==> src/rtl/wtqa_pkg.sv <==
// Package for the weighted two-queue arbiter.
// Holds the command and status codes and the queue control/status structs.
// No dependencies; used by wtqa_queue and the top level in rtl/.
package wtqa_pkg;

  localparam int unsigned QueueDepthDefault = 16;
  localparam int unsigned TagBitsDefault    = 16;
  localparam int unsigned FuncBits          = 2;
  localparam int unsigned StatusBits        = 3;
  localparam int unsigned BurstBits         = 4;
  localparam logic [BurstBits-1:0] BurstReset = 4'd3;

  typedef enum logic [FuncBits-1:0] {
    FN_PUSH_NORMAL   = 2'd0,
    FN_PUSH_PRIORITY = 2'd1,
    FN_SERVE         = 2'd2
  } func_e;

  typedef enum logic [StatusBits-1:0] {
    ST_QUEUED   = 3'd0,
    ST_DROPPED  = 3'd1,
    ST_NORMAL   = 3'd2,
    ST_PRIORITY = 3'd3,
    ST_WAIT     = 3'd4
  } status_e;

  // Request from the arbiter to one queue.
  typedef struct packed {
    logic push;
    logic pop;
  } queue_ctrl_t;

  // Occupancy flags from one queue.
  typedef struct packed {
    logic empty;
    logic full;
  } queue_stat_t;

endpackage

==> src/rtl/wtqa_cell.sv <==
// One storage cell of a shifting queue: holds a tag, loads a pushed tag
// or takes its upstream neighbour's tag on a pop. Depends on nothing.
module wtqa_cell #(
  parameter int unsigned TagBits = 16
) (
  input  logic               clk_i,
  input  logic               load_i,
  input  logic               shift_i,
  input  logic [TagBits-1:0] push_tag_i,
  input  logic [TagBits-1:0] next_tag_i,
  output logic [TagBits-1:0] tag_o
);

  logic [TagBits-1:0] tag_q, tag_d;

  always_comb begin
    priority if (load_i) begin
      tag_d = push_tag_i;
    end else if (shift_i) begin
      tag_d = next_tag_i;
    end else begin
      tag_d = tag_q;
    end
  end

  always_ff @(posedge clk_i) begin
    tag_q <= tag_d;
  end

  assign tag_o = tag_q;

endmodule

==> src/rtl/wtqa_queue.sv <==
// Tag FIFO built as a row of wtqa_cell: head sits in cell 0, a pop shifts
// every cell one place towards the head. Depends on wtqa_pkg, wtqa_cell.
module wtqa_queue #(
  parameter int unsigned QueueDepth = wtqa_pkg::QueueDepthDefault,
  parameter int unsigned TagBits    = wtqa_pkg::TagBitsDefault
) (
  input  logic                  clk_i,
  input  logic                  rst_ni,
  input  wtqa_pkg::queue_ctrl_t ctrl_i,
  input  logic [TagBits-1:0]    push_tag_i,
  output wtqa_pkg::queue_stat_t stat_o,
  output logic [TagBits-1:0]    head_tag_o
);

  localparam int unsigned CntBits = $clog2(QueueDepth + 1);
  localparam logic [CntBits-1:0] CntFull = CntBits'(QueueDepth);

  logic [CntBits-1:0] count_q, count_d;
  logic [TagBits-1:0] chain [QueueDepth+1];
  logic               do_push, do_pop;

  assign stat_o.empty = (count_q == '0);
  assign stat_o.full  = (count_q == CntFull);

  assign do_push = ctrl_i.push & ~stat_o.full;
  assign do_pop  = ctrl_i.pop & ~stat_o.empty;

  // Tail of the row never feeds a live entry; tie it to the push tag.
  assign chain[QueueDepth] = push_tag_i;

  for (genvar i = 0; i < QueueDepth; i++) begin : g_cell
    wtqa_cell #(
      .TagBits(TagBits)
    ) u_cell (
      .clk_i     (clk_i),
      .load_i    (do_push && (count_q == CntBits'(i))),
      .shift_i   (do_pop),
      .push_tag_i(push_tag_i),
      .next_tag_i(chain[i+1]),
      .tag_o     (chain[i])
    );
  end

  assign head_tag_o = chain[0];

  always_comb begin
    priority if (do_push) begin
      count_d = count_q + 1'b1;
    end else if (do_pop) begin
      count_d = count_q - 1'b1;
    end else begin
      count_d = count_q;
    end
  end

  always_ff @(posedge clk_i or negedge rst_ni) begin
    if (!rst_ni) begin
      count_q <= '0;
    end else begin
      count_q <= count_d;
    end
  end

endmodule

==> src/rtl/weighted_two_queue_arbiter.sv <==
// Weighted two-queue arbiter, top level.
// Instantiates two wtqa_queue rows; takes codes and structs from wtqa_pkg.
//
// Every input beat either pushes a tag into the normal or priority queue
// or asks for one tag to be served, and yields exactly one result beat
// (a beat with func code 3 is taken and dropped with no result). A serve
// hands out priority_burst priority tags in a row, then one normal tag;
// the normal queue is also served whenever the priority queue is empty,
// and status 4 (wait) comes back when both are empty. A push into a full
// queue is dropped with status 1. The queues are rows of cells that shift
// by one place per pop, so a push or pop completes in the cycle the beat
// is accepted and the result lands in an output register. s_axis_tready
// stays high while that register is empty or being drained, so items flow
// one per cycle while m_axis_tready keeps draining results. priority_burst
// is written through the cfg channel (always ready); the user must write it
// only while the block is idle (not enforced by the block); it resets to 3.
module weighted_two_queue_arbiter #(
  parameter int unsigned QueueDepth = wtqa_pkg::QueueDepthDefault,
  parameter int unsigned TagBits    = wtqa_pkg::TagBitsDefault,
  localparam int unsigned InBits    = wtqa_pkg::FuncBits + TagBits,
  localparam int unsigned InBytes   = (InBits + 7) / 8,
  localparam int unsigned OutBits   = wtqa_pkg::StatusBits + TagBits,
  localparam int unsigned OutBytes  = (OutBits + 7) / 8
) (
  input  logic clk_i,
  input  logic rst_ni,

  // Input beats
  input  logic                  s_axis_tvalid,
  output logic                  s_axis_tready,
  // [1:0] func, [TagBits+1:2] item_tag, zero padding above
  input  logic [InBytes*8-1:0]  s_axis_tdata,

  // Result beats
  output logic                  m_axis_tvalid,
  input  logic                  m_axis_tready,
  // [2:0] status, [TagBits+2:3] out_tag, zero padding above
  output logic [OutBytes*8-1:0] m_axis_tdata,

  // priority_burst write channel
  input  logic                               cfg_valid_i,
  output logic                               cfg_ready_o,
  input  logic [wtqa_pkg::BurstBits-1:0]     cfg_data_i
);

  // Unpack the input beat
  wtqa_pkg::func_e     in_func;
  logic [TagBits-1:0]  in_tag;
  logic                in_accept;

  assign in_func   = wtqa_pkg::func_e'(s_axis_tdata[wtqa_pkg::FuncBits-1:0]);
  assign in_tag    = s_axis_tdata[InBits-1:wtqa_pkg::FuncBits];
  assign in_accept = s_axis_tvalid & s_axis_tready;

  // Take a new beat whenever the result register is free or draining
  logic out_valid_q, out_valid_d;
  assign s_axis_tready = ~out_valid_q | m_axis_tready;

  // Burst configuration
  logic [wtqa_pkg::BurstBits-1:0] burst_cfg_q;
  assign cfg_ready_o = 1'b1;

  always_ff @(posedge clk_i or negedge rst_ni) begin
    if (!rst_ni) begin
      burst_cfg_q <= wtqa_pkg::BurstReset;
    end else if (cfg_valid_i) begin
      burst_cfg_q <= cfg_data_i;
    end
  end

  // Queues
  wtqa_pkg::queue_ctrl_t n_ctrl, p_ctrl;
  wtqa_pkg::queue_stat_t n_stat, p_stat;
  logic [TagBits-1:0]    n_head, p_head;

  wtqa_queue #(
    .QueueDepth(QueueDepth),
    .TagBits   (TagBits)
  ) u_normal_q (
    .clk_i     (clk_i),
    .rst_ni    (rst_ni),
    .ctrl_i    (n_ctrl),
    .push_tag_i(in_tag),
    .stat_o    (n_stat),
    .head_tag_o(n_head)
  );

  wtqa_queue #(
    .QueueDepth(QueueDepth),
    .TagBits   (TagBits)
  ) u_priority_q (
    .clk_i     (clk_i),
    .rst_ni    (rst_ni),
    .ctrl_i    (p_ctrl),
    .push_tag_i(in_tag),
    .stat_o    (p_stat),
    .head_tag_o(p_head)
  );

  // Arbitration
  logic [wtqa_pkg::BurstBits-1:0] burst_q, burst_d;
  logic                           serve_normal;
  wtqa_pkg::status_e              res_status;
  logic [TagBits-1:0]             res_tag;
  logic                           res_valid;

  // Normal wins once the burst is used up, or when nothing is prioritised
  assign serve_normal = ~n_stat.empty & ((burst_q >= burst_cfg_q) | p_stat.empty);

  always_comb begin
    n_ctrl     = '0;
    p_ctrl     = '0;
    burst_d    = burst_q;
    res_status = wtqa_pkg::ST_QUEUED;
    res_tag    = '0;
    res_valid  = 1'b0;
    if (in_accept) begin
      unique case (in_func)
        wtqa_pkg::FN_PUSH_NORMAL: begin
          n_ctrl.push = 1'b1;
          res_valid   = 1'b1;
          res_status  = n_stat.full ? wtqa_pkg::ST_DROPPED : wtqa_pkg::ST_QUEUED;
        end
        wtqa_pkg::FN_PUSH_PRIORITY: begin
          p_ctrl.push = 1'b1;
          res_valid   = 1'b1;
          res_status  = p_stat.full ? wtqa_pkg::ST_DROPPED : wtqa_pkg::ST_QUEUED;
        end
        wtqa_pkg::FN_SERVE: begin
          res_valid = 1'b1;
          priority if (n_stat.empty && p_stat.empty) begin
            res_status = wtqa_pkg::ST_WAIT;
          end else if (serve_normal) begin
            n_ctrl.pop = 1'b1;
            res_status = wtqa_pkg::ST_NORMAL;
            res_tag    = n_head;
            burst_d    = '0;
          end else begin
            p_ctrl.pop = 1'b1;
            res_status = wtqa_pkg::ST_PRIORITY;
            res_tag    = p_head;
            // Saturate at the configured burst
            if (burst_q < burst_cfg_q) begin
              burst_d = burst_q + 1'b1;
            end
          end
        end
        default: begin
          // Unused code: take the beat and drop it
          res_valid = 1'b0;
        end
      endcase
    end
  end

  always_ff @(posedge clk_i or negedge rst_ni) begin
    if (!rst_ni) begin
      burst_q <= '0;
    end else begin
      burst_q <= burst_d;
    end
  end

  // Result register
  wtqa_pkg::status_e  out_status_q;
  logic [TagBits-1:0] out_tag_q;

  always_comb begin
    priority if (in_accept) begin
      out_valid_d = res_valid;
    end else if (m_axis_tready) begin
      out_valid_d = 1'b0;
    end else begin
      out_valid_d = out_valid_q;
    end
  end

  always_ff @(posedge clk_i or negedge rst_ni) begin
    if (!rst_ni) begin
      out_valid_q <= 1'b0;
    end else begin
      out_valid_q <= out_valid_d;
    end
  end

  always_ff @(posedge clk_i) begin
    if (in_accept && res_valid) begin
      out_status_q <= res_status;
      out_tag_q    <= res_tag;
    end
  end

  assign m_axis_tvalid = out_valid_q;
  assign m_axis_tdata  = {{(OutBytes*8-OutBits){1'b0}}, out_tag_q, out_status_q};

  // Checks
  property p_wait_when_empty;
    @(posedge clk_i) disable iff (!rst_ni)
      (in_accept && in_func == wtqa_pkg::FN_SERVE && n_stat.empty && p_stat.empty)
      |=> (m_axis_tvalid && out_status_q == wtqa_pkg::ST_WAIT);
  endproperty
  a_wait_when_empty: assert property (p_wait_when_empty)
    else $error("serve on two empty queues did not report wait");

  property p_zero_tag_unless_served;
    @(posedge clk_i) disable iff (!rst_ni)
      (out_valid_q && (out_status_q == wtqa_pkg::ST_QUEUED ||
                       out_status_q == wtqa_pkg::ST_DROPPED ||
                       out_status_q == wtqa_pkg::ST_WAIT))
      |-> (out_tag_q == '0);
  endproperty
  a_zero_tag_unless_served: assert property (p_zero_tag_unless_served)
    else $error("non-serve result carries a tag");

  property p_normal_clears_burst;
    @(posedge clk_i) disable iff (!rst_ni)
      n_ctrl.pop |=> (burst_q == '0);
  endproperty
  a_normal_clears_burst: assert property (p_normal_clears_burst)
    else $error("burst counter not cleared after normal serve");

  property p_pop_only_nonempty;
    @(posedge clk_i) disable iff (!rst_ni)
      (n_ctrl.pop |-> !n_stat.empty) and (p_ctrl.pop |-> !p_stat.empty);
  endproperty
  a_pop_only_nonempty: assert property (p_pop_only_nonempty)
    else $error("pop issued to an empty queue");

endmodule
==> config.mk <==
export PLATFORM = sky130hd
export DESIGN_NAME = weighted_two_queue_arbiter
export DESIGN_NICKNAME = d
export VERILOG_FILES = /design/src/rtl/wtqa_pkg.sv /design/src/rtl/wtqa_cell.sv /design/src/rtl/wtqa_queue.sv /design/src/rtl/weighted_two_queue_arbiter.sv
export SDC_FILE = /design/constraint.sdc
export NUM_CORES = 1
export LEC_CHECK = 0
export ABC_AREA = 1
export BUFFER_PORTS_ARGS = -buffer_cell sky130_fd_sc_hd__buf_4
export CAP_MARGIN = 40
export CORE_AREA = 2 2 280 282
export DETAILED_ROUTE_END_ITERATION = 6
export DIE_AREA = 0 0 282 284
export PLACE_DENSITY_LB_ADDON = 0.2
export RECOVER_POWER = 25
export SYNTH_ARGS = -nofsm -noshare
export SYNTH_HDL_FRONTEND = slang
export SYNTH_SLANG_ARGS = --single-unit
==> constraint.sdc <==
create_clock -name clk_i -period 3.3 [get_ports clk_i]
set_clock_uncertainty 0.15 [all_clocks]
set_input_delay 0.66 -clock clk_i [delete_from_list [all_inputs] [get_ports clk_i]]
set_output_delay 0.66 -clock clk_i [all_outputs]
set_load 0.02 [all_outputs]
* After elaboration in Yosys (flattened, before gate mapping)
Cells that the tools add are included.
** Word-level totals
- Register bits :: 550
- Input bits :: 33
- Output and inout bits :: 27
- Logic and storage cells :: 262
** Operators by class
- Add/subtract/negate cells :: 5
- Magnitude comparators :: 2
- Equality and inequality tests :: 34
- Mux-type cells :: 90
- Bitwise operators :: 16
- Reduce and logical (&&, ||, !) cells :: 76
** Operators by type and width (number)
- $mux W16 :: 65
- $eq A5 B4 Y1 const B :: 16
- $reduce_bool A2 Y1 :: 36
- $eq A5 B3 Y1 const B :: 8
- $logic_and A1 B1 Y1 :: 34
- $eq A5 B2 Y1 const B :: 4
- $mux W5 :: 4
- $mux W1 :: 15
- $add A5 B1 Y5 const B :: 2
- $eq A5 B1 Y1 const B :: 2
- $eq A5 B5 Y1 const B :: 2
- $logic_not A5 Y1 :: 2
- $sub A5 B1 Y5 const B :: 2
- $pmux W3 S3 :: 1
- $mux W4 :: 2
- $not A1 Y1 :: 8
- $and A1 B1 Y1 :: 6
- $reduce_or A3 Y1 :: 2
- $add A4 B1 Y4 const B :: 1
- $ge A4 B4 Y1 :: 1
- $lt A4 B4 Y1 :: 1
- $mux W2 :: 2
- $reduce_and A4 Y1 :: 1
- $mux W3 :: 1
- 4 further kinds :: 5

* Logic depth before layout (Yosys ltp)
Gate-level depths: netlist of run 1.
- Depth in word-level cells :: 10
- Mapped depth :: 12
- Gate-level depth less buffers :: 12

* Hierarchy
A second synthesis of run 1 with hierarchy kept.
** Second synthesis, totals
- Cells, all modules :: 2565
- Area, all modules :: 26093.8 um^2
** By module, submodules not included
- wtqa_cell :: instances 32, cells an instance 69, area an instance 730.7 um^2
- weighted_two_queue_arbiter :: instances 1, cells an instance 162, area an instance 1472.7 um^2
- wtqa_queue (u_priority_q) :: instances 1, cells an instance 99, area an instance 633.1 um^2
- wtqa_queue (u_normal_q) :: instances 1, cells an instance 96, area an instance 605.6 um^2

* Least setup slack after synthesis of run 1
Ideal clock, no wire load.
- Path type :: input port to flip-flop
- From :: in m_axis_tready
- To :: reg u_priority_q.g_cell[10].u_cell.tag_q[0], enable pin
- Setup time :: 0.372 ns
- Arrival time :: 2.075 ns
- Data required time :: 2.778 ns
- Path slack :: 0.704 ns
- Stages on the path :: 10
- Path buffers :: 2
- Cells stage by stage :: inv_1 nand2_2 nand2_1 nor2_1 nand2_1 inv_1 buf_4 nand4_1 clkbuf_1 nand2_1
** Between the ends
- Longest elaborated chain between the ends :: 6
- Elaborated cells between the ends (all ways) :: 7
** Ends and longest elaborated chain
- from (decl) :: RTL line weighted_two_queue_arbiter.sv:36 : input logic m_axis_tready,
- $or A1 B1 Y1 * :: RTL line weighted_two_queue_arbiter.sv:57 : assign s_axis_tready = ~out_valid_q | m_axis_tready;
- net s_axis_tready :: RTL line weighted_two_queue_arbiter.sv:30 : output logic s_axis_tready,
- $and A1 B1 Y1 * :: RTL line weighted_two_queue_arbiter.sv:53 : assign in_accept = s_axis_tvalid & s_axis_tready;
- $mux W2 * :: RTL line weighted_two_queue_arbiter.sv:117 : if (in_accept) begin
- $and A1 B1 Y1 :: RTL line wtqa_queue.sv:25 : assign do_push = ctrl_i.push & ~stat_o.full;
- $logic_and A1 B1 Y1 :: RTL line wtqa_queue.sv:36 : .load_i (do_push && (count_q == CntBits'(i))),
- $reduce_bool A2 Y1 (no line) *
- to (signal assigned) :: RTL line wtqa_cell.sv:27 : tag_q <= tag_d;
- to (decl) :: RTL line wtqa_cell.sv:14 : logic [TagBits-1:0] tag_q, tag_d;
The timed path passes the listed nets; every way through them passes the cells marked *.
A chain may end at the register's enable or synchronous reset.

* Final worst setup path of run 1
- From :: reg u_normal_q.count_q[0]
- To :: reg u_normal_q.g_cell[15].u_cell.tag_q[6], enable pin
** Between the ends
- Longest elaborated chain between the ends :: 9
- Elaborated cells between the ends (all ways) :: 15
** Ends and longest elaborated chain
- from (decl) :: RTL line wtqa_queue.sv:18 : logic [CntBits-1:0] count_q, count_d;
- from (signal assigned) :: RTL line wtqa_queue.sv:60 : count_q <= count_d;
- $logic_not A5 Y1 :: RTL line wtqa_queue.sv:22 : assign stat_o.empty = (count_q == '0);
- $not A1 Y1 :: RTL line wtqa_queue.sv:26, weighted_two_queue_arbiter.sv:108
- $and A1 B1 Y1 :: RTL line weighted_two_queue_arbiter.sv:108 : assign serve_normal = ~n_stat.empty & ((burst_q >= burst_cfg_q) | p_stat.empty);
- $mux W1 :: RTL line weighted_two_queue_arbiter.sv:133 : end else if (serve_normal) begin
- $mux W1 :: RTL line weighted_two_queue_arbiter.sv:131 : priority if (n_stat.empty && p_stat.empty) begin
- $mux W1 :: RTL line weighted_two_queue_arbiter.sv:118 : unique case (in_func)
- $mux W2 :: RTL line weighted_two_queue_arbiter.sv:117
- $and A1 B1 Y1 :: RTL line wtqa_queue.sv:26 : assign do_pop = ctrl_i.pop & ~stat_o.empty;
- $reduce_bool A2 Y1 (no line) *
- to (signal assigned) :: RTL line wtqa_cell.sv:27
- to (decl) :: RTL line wtqa_cell.sv:14
Every way passes the cells marked *; elsewhere a longest branch is shown, timed or not.

==> results of run 1 <==
==> metal layers <==
layer	routed length [um]	up-vias	share of wire, %
met5	0	-	0
met4	1150	0	2.7
met3	2210	81	5.2
met2	19100	261	45
met1	19900	6109	47
li1	-	7052	-
==> power by group <==
| group | switching [mW] | leakage [nW] | total (mW) | internal [mW] |
|---|---|---|---|---|
| Clock | 2.57 | 0.895 | 6.22 | 3.65 |
| Combinational | 1.54 | 4.07 | 2.20 | 0.655 |
| Sequential | 0.259 | 5.06 | 8.83 | 8.57 |
| Total | 4.38 | 10.0 | 17.3 | 12.9 |
==> state kept, by name, summed over array words and instances, names as in the netlist, 3 cells and up <==
register,count
burst_cfg_q,4
burst_q,4
out_status_q,3
out_tag_q,16
u_normal_q.count_q,5
u_normal_q.g_cell.u_cell.tag_o,256
u_priority_q.count_q,5
u_priority_q.g_cell.u_cell.tag_o,256
==> repair_timing <==
item                                   4_1_cts  5_1_grt
endpoints found under the hold margin       17        0
hold buffers                                 1        0
resized for setup                            0        0
==> tightest hold or removal path: cells and delay by family <==
kind	cells	cell delay, ns
AO/OA/AOI/OAI	1	0.06
buffers and inverters	1	0.08
AND/OR/NAND/NOR	1	0.04
==> logic make-up (layout without fill, tap and decap cells) <==
logic type               Yosys count  in the layout  share of synthesized area (%)
AO/OA/AOI/OAI                    512            512                           11.2
XOR/XNOR                          12             12                          0.459
adder cells (fa/ha/maj)           17             17                          0.928
buffers and inverters            209            290                           3.71
flip-flops                       550            550                           71.6
multiplexers                       1              1                         0.0491
other                              2              6                         0.0328
AND/OR/NAND/NOR                  696            696                           12.0
==> stage by stage <==
step | area, um^2 | instances
floorplan | 22900 | 2003
finish | 26200 | 3124
global route | 26200 | 3124
detailed placement | 24600 | 3017
CTS | 26400 | 3124
global placement | 24600 | 3017
==> area by class of cell <==
type,count,area [um^2]
timing repair buffer,134,846
tap,1040,1300
inverter,50,188
sequential,550,16400
multi-input combinational,1244,5630
clock buffer,73,1530
fill,7573,50700
clock inverter,33,299
==> synthesized netlist by cell type (all sizes together) <==
master	number
dfrtp	17
buf	34
clkbuf	125
inv	49
nand3	27
a21boi	1
dfstp	2
edfxtp	531
mux2	1
xnor2	3
o21bai	1
nor2	60
nand2	592
ha	17
o22ai	1
nor3	2
xor2	9
conb	2
nand4	15
clkinv	1
a21oi	3
o21ai	506
==> final timing paths <==
check	start	to	slack (ns)	cells past startpoint
hold reg to reg	burst_cfg_q[1]	burst_cfg_q[1]	0.36	2
setup reg to reg	u_normal_q.count_q[0]	u_normal_q.g_cell[15].u_cell.tag_o[6]	0.30	9
hold / removal	cfg_data_i[3]	burst_cfg_q[3]	0.13	3
max in group asynchronous	rst_ni	u_priority_q.count_q[1]	1.50	2
min in group asynchronous	rst_ni	burst_q[1]	0.72	2
setup / recovery	u_normal_q.count_q[0]	u_normal_q.g_cell[15].u_cell.tag_o[6]	0.30	9
==> metrics.md, run 1 <==
| Metric | Value |
|---|---|
| Status | completed |
| Period minus WS final | 3.00 ns |
| Worst-Margin Slew | 1.29 ns |
| Most used cell, CP | nand2_1 |
| Root Driver | clkbuf_16 |
| Total clock sinks | 550 |
| Yosys warns | 0 |
| Average size of a mapped cell | 11.5 um^2 |
| Area grow syn2layout | 14.4% |
| CP startpoint kind | flop |
| Static Leak | 10.0 nW |
| Initial antenna violation count | 0 |
| Gate Count Post-Synth | 1,999 |
| Final HPWL DP | 28.3 mm |
| Final total power | 17.3 mW |
| CTS buffer count | 58 |
| Final Setup Violations | 0 |
| Post-layout net count | 2,088 |
| Final Hold Vio Count | 0 |
| Synth Register Bits | 550 |
| Most common cell after layout, fill and taps aside | nand2_1 |
| CP top delay family | buffers and inverters |
| Post-DR vias/cell | 4.32 |
| Post-Syn Area | 22,900 um^2 |
| PwrDens | 658 nW/um^2 |
| Sequential fraction of the synthesis area | 71.6% |
| Leading post-synthesis cells by cell area | edfxtp_1 (70%), o21ai_0 (11%), nand2_1 (9.7%), clkbuf_1 (2.0%), dfrtp_1 (1.9%) |
| Crit path capture type | flop |
| Worst-Skew Late Latency | 0.61 ns |
| Critical path data arrival time | 3.11 ns |
| Cell variety after synth | 32 |
| Slew headroom | 13.8% |
| Setup TNS | 0 ns |
| CTS tree | built |
| Routability congestion estimate | 0.829 |
| Met3 usage | 2.03% |
| Met1 GRT Util | 14.1% |
| Max-Cap Viols | 0 |
| Crit path largest cell delay | 0.45 ns |
| # DRC | 0 |
| Postcts setup bufs | 0 |
| H-tree Lvls | 2 |
| Final core occ | 34.1% |
| Critical path's slowest cell | clkbuf_2 |
| First-pass GRT wire length | 67.5 mm |
| Routed len/inst | 13.6 um |
| Crit Path Category | flop to flop |
| Crit-path cells | inv_1 -> ha_1 -> nand2_1 -> inv_1 -> nand2_1 -> nand3_1 -> clkbuf_2 -> nand2_1 -> clkbuf_2 |
| RSZ-0062 raised after global routing | no |
| Vias in the first global route | 12,600 |
| Cell row count | 102 |
| Die height | 284 um |
| Period utilization | 91.0% |
| Via Count | 13,500 |
| Pre-CTS setup slack | 0.278 ns |
| DRT Pass-1 Iters | 5 |
| Final WS setup | 0.298 ns |
| # IOs | 60 |
| GRT busiest layer | met2 |
| Antenna Violating Nets Remaining | 0 |
| Largest net degree at the start of global routing | 34 |
| Largest area contributor in the netlist | edfxtp_1 |
| Slew Viols, Final | 0 |
| Worst hold margin | 0.129 ns |
| Critical path fanouts, max | 22 |
| Die area | 80,100 um^2 |
| Synth top area share | 69.6% |
| Initial core utilization | 29.8% |
| Most frequent cells in the layout | nand2_1 (592), edfxtp_1 (531), o21ai_0 (504) |
| GR Overflow Total | 0 |
| Met2 usage | 17.3% |
| Die width | 282 um |
| CP required | 3.41 ns |
| Core box area | 77,000 um^2 |
| Maximum VDD drop | 0.000461 V |
| Longest Clk Path Bufs | 3 |
| DR iter-0 viols | 939 |
| FMAX | 333 MHz |
| PortBufs | 47 |
| Total track usage | 10.6% |
| ANT cells | 0 |
| Ratio of cells with drive above 1 in the final layout | 8.45% |
| CTS clk-pin slew, worst paths | 0.06 ns |
| Crit path buf inv count | 4 |
| Hold crit path type | primary input to flop |
| Total Wirelength | 42.4 mm |
Note: power is estimated with default switching activity, not from simulation.
==> run 2, diff against run 1 <==
--- a/config.mk
+++ b/config.mk
@@ -8,9 +8,9 @@
 export ABC_AREA = 1
 export BUFFER_PORTS_ARGS = -buffer_cell sky130_fd_sc_hd__buf_4
 export CAP_MARGIN = 40
-export CORE_AREA = 2 2 280 282
+export CORE_AREA = 2 2 196 198
 export DETAILED_ROUTE_END_ITERATION = 6
-export DIE_AREA = 0 0 282 284
+export DIE_AREA = 0 0 198 200
 export PLACE_DENSITY_LB_ADDON = 0.2
 export RECOVER_POWER = 25
 export SYNTH_ARGS = -nofsm -noshare
==> constraint.sdc (replaced) <==
create_clock -name clk_i -period 2.8 [get_ports clk_i]
set_clock_uncertainty 0.15 [all_clocks]
set_input_delay 0.56 -clock clk_i [delete_from_list [all_inputs] [get_ports clk_i]]
set_output_delay 0.56 -clock clk_i [all_outputs]
set_load 0.02 [all_outputs]
==> metrics.md, run 2 (synthesized netlist as in run 1, its figures left out) <==
| Metric | Value |
|---|---|
| Status | completed |
| Longest Clk Path Bufs | 3 (unchanged) |
| # DRC | 0 (unchanged) |
| Root Driver | clkbuf_16 |
| Worst Hold End | burst_cfg_q[2] |
| Critical path fanouts, max | 33 (+50%) |
| DR iter-0 viols | 1,067 (+14%) |
| Antenna Violating Nets Remaining | 0 (unchanged) |
| Slew Viols, Final | 0 (unchanged) |
| Largest net degree at the start of global routing | 34 (unchanged) |
| Multi-input logic area | 5680 um^2 (+0.73%) |
| Pre-CTS setup slack | 0.0488 ns (-0.229 ns) |
| Worst Hold Launch | cfg_data_i[2] |
| Worst R2R Setup Slack | 0.008 ns (-0.29 ns) |
| CP startpoint kind | flop |
| Logic gate share of total power | 14.7% (+2.0 points) |
| Die width | 198 um (-30%) |
| Die height | 200 um (-30%) |
| Setup TNS | 0 ns (unchanged) |
| Cell row count | 71 (-30%) |
| Hold Path Depth | 3 (unchanged) |
| Hold crit path type | primary input to flop |
| Routability congestion estimate | 0.867 (+4.6%) |
| Core box area | 37,400 um^2 (-51%) |
| CTS tree | built |
| Ratio of cells with drive above 1 in the final layout | 9.58% (+1.1 points) |
| Met3 usage | 3.83% (+1.8 points) |
| Final Hold Vio Count | 0 (unchanged) |
| # IOs | 60 (unchanged) |
| Area grow syn2layout | 13.2% |
| Max-Cap Viols | 0 (unchanged) |
| Initial core utilization | 61.3% (+32 points) |
| CTS buffer count | 53 (-8.6%) |
| Final Setup Violations | 0 (unchanged) |
| Reg-to-Reg End | u_priority_q.g_cell[14].u_cell.tag_o[13] |
| Final WS setup | 0.00777 ns (-0.290 ns) |
| Most frequent cells in the layout | nand2_1 (590), edfxtp_1 (531), o21ai_0 (504) |
| Post-DR vias/cell | 5.44 (+26%) |
| Crit path largest cell delay | 0.45 ns (about the same) |
| Worst-Skew Late Latency | 0.60 ns (about the same) |
| Met1 GRT Util | 26.1% (+12 points) |
| Reported net switching power | 5.17 mW (+18%) |
| R2R Path Start | u_priority_q.count_q[0] |
| Post-layout net count | 2,107 (+0.91%) |
| Origin of the worst setup path | u_priority_q.count_q[0] |
| Routed len/inst | 16.2 um (+19%) |
| Most common cell after layout, fill and taps aside | nand2_1 |
| Critical path's slowest cell | dfrtp_1 |
| Flip-flop and latch area | 16,400 um^2 (unchanged) |
| Placed Area | 24,400 um^2 (-0.93%) |
| PortBufs | 47 (unchanged) |
| Maximum VDD drop | 0.000615 V (+33%) |
| Vias in the first global route | 13,600 (+7.5%) |
| Total clock sinks | 550 (unchanged) |
| Static Leak | 10.2 nW (+1.2%) |
| GRT busiest layer | met2 |
| Switching share of total power | 25.8% (+0.44 points) |
| Crit path capture type | flop |
| Critical path data arrival time | 2.93 ns (-0.18 ns) |
| Via Count | 14,200 (+5.2%) |
| Period minus WS final | 2.79 ns (-0.210 ns) |
| Worst-Margin Slew | 1.24 ns (-0.0505 ns) |
| RSZ-0062 raised after global routing | yes |
| Fillers | 2,525 (-67%) |
| Sequential group share of total power | 52.0% (+0.8 points) |
| CP required | 2.94 ns (-0.47 ns) |
| Slew headroom | 17.2% (+3.4 points) |
| First-pass GRT wire length | 67.0 mm (-0.67%) |
| Die area | 39,600 um^2 (-51%) |
| Clock power frac | 33.3% (-2.8 points) |
| H-tree Lvls | 2 (unchanged) |
| Total Wirelength | 42.2 mm (-0.46%) |
| Final HPWL DP | 27.1 mm (-4.0%) |
| DRT Pass-1 Iters | 6 (+1) |
| FMAX | 358 MHz (+7.5%) |
| P_int | 14.9 mW (+15%) |
| GR Overflow Total | 0 (unchanged) |
| ANT cells | 0 (unchanged) |
| Crit Path Category | flop to flop |
| Total track usage | 21.8% (+11 points) |
| Period utilization | 99.7% (+8.8 points) |
| Crit-path cells | inv_1 -> ha_1 -> nand3_1 -> nand2_1 -> inv_1 -> nand4_1 -> clkbuf_2 -> nand2_1 -> buf_12 |
| CTS clk-pin slew, worst paths | 0.06 ns (about the same) |
| PwrDens | 771 nW/um^2 (+17%) |
| Initial antenna violation count | 0 (unchanged) |
| Worst r2r path cells | 9 (unchanged) |
| Post-layout instance area | 25,900 um^2 (-1.0%) |
| Met2 usage | 39.0% (+22 points) |
==> run 2: through the flow <==
stage,std cells,total power [mW],hold slack [ns],utilization (%)
5_1_grt,2609,20.9,0.00331,69.4
6_report,2609,20.0,0.0377,69.4
2_1_floorplan,2003,12.4,0.114,-
3_3_place_gp,2498,13.3,0.322,65.2
4_1_cts,2602,20.2,0.00189,69.7
3_5_place_dp,2498,13.5,0.326,65.2
==> run 2: worst max path at each step <==
stage / endpoint
floorplan: u_priority_q.g_cell[1].u_cell.tag_o[0]
global placement: u_normal_q.g_cell[6].u_cell.tag_o[14]
detailed placement: u_normal_q.g_cell[5].u_cell.tag_o[7]
CTS: u_normal_q.g_cell[5].u_cell.tag_o[7]
global route: u_normal_q.g_cell[6].u_cell.tag_o[7]
finish: u_priority_q.g_cell[14].u_cell.tag_o[13]
==> run 2: layout make-up <==
| type | instances | area share, % |
|---|---|---|
| clock inverters | 31 | 0.887 |
| inverters | 50 | 0.723 |
| repair buffers | 158 | 5.46 |
| well taps | 511 | 2.46 |
| multi-input cells | 1244 | 21.9 |
| clock buffers | 65 | 5.29 |
| flip-flops and latches | 550 | 63.3 |
==> run 2: worst max-delay path: cells and delay by family, from the launching register on <==
family	cells	cell delay, ns
adder cells (fa/ha/maj)	1	0.25
buffers and inverters	4	0.91
flip-flops	1	0.45
AND/OR/NAND/NOR	4	0.73
==> run 2: per-layer routing <==
layer,up-vias,part of all wire (%),wire length (um)
met2,347,51,21300
met1,6681,41,17100
met5,-,0,0
li1,7078,-,-
met3,93,4.9,2060
met4,0,4.0,1690
==> run 2: what timing repair did <==
item,CTS,global route
endpoints found under the setup margin,0,335
setup buffers,0,6
resized for setup,0,3
endpoints found under the hold margin,27,0
hold buffers,8,0
==> run 2: power groups by stage <==
stage                     clock network [mW]  logic (mW)  registers (mW)
after global placement                     0        2.80            10.5
after CTS                               6.80        2.96            10.4
after floorplan                            0        1.88            10.5
after detailed placement                   0        2.93            10.6
final                                   6.66        2.95            10.4
after global routing                    7.11        3.33            10.5
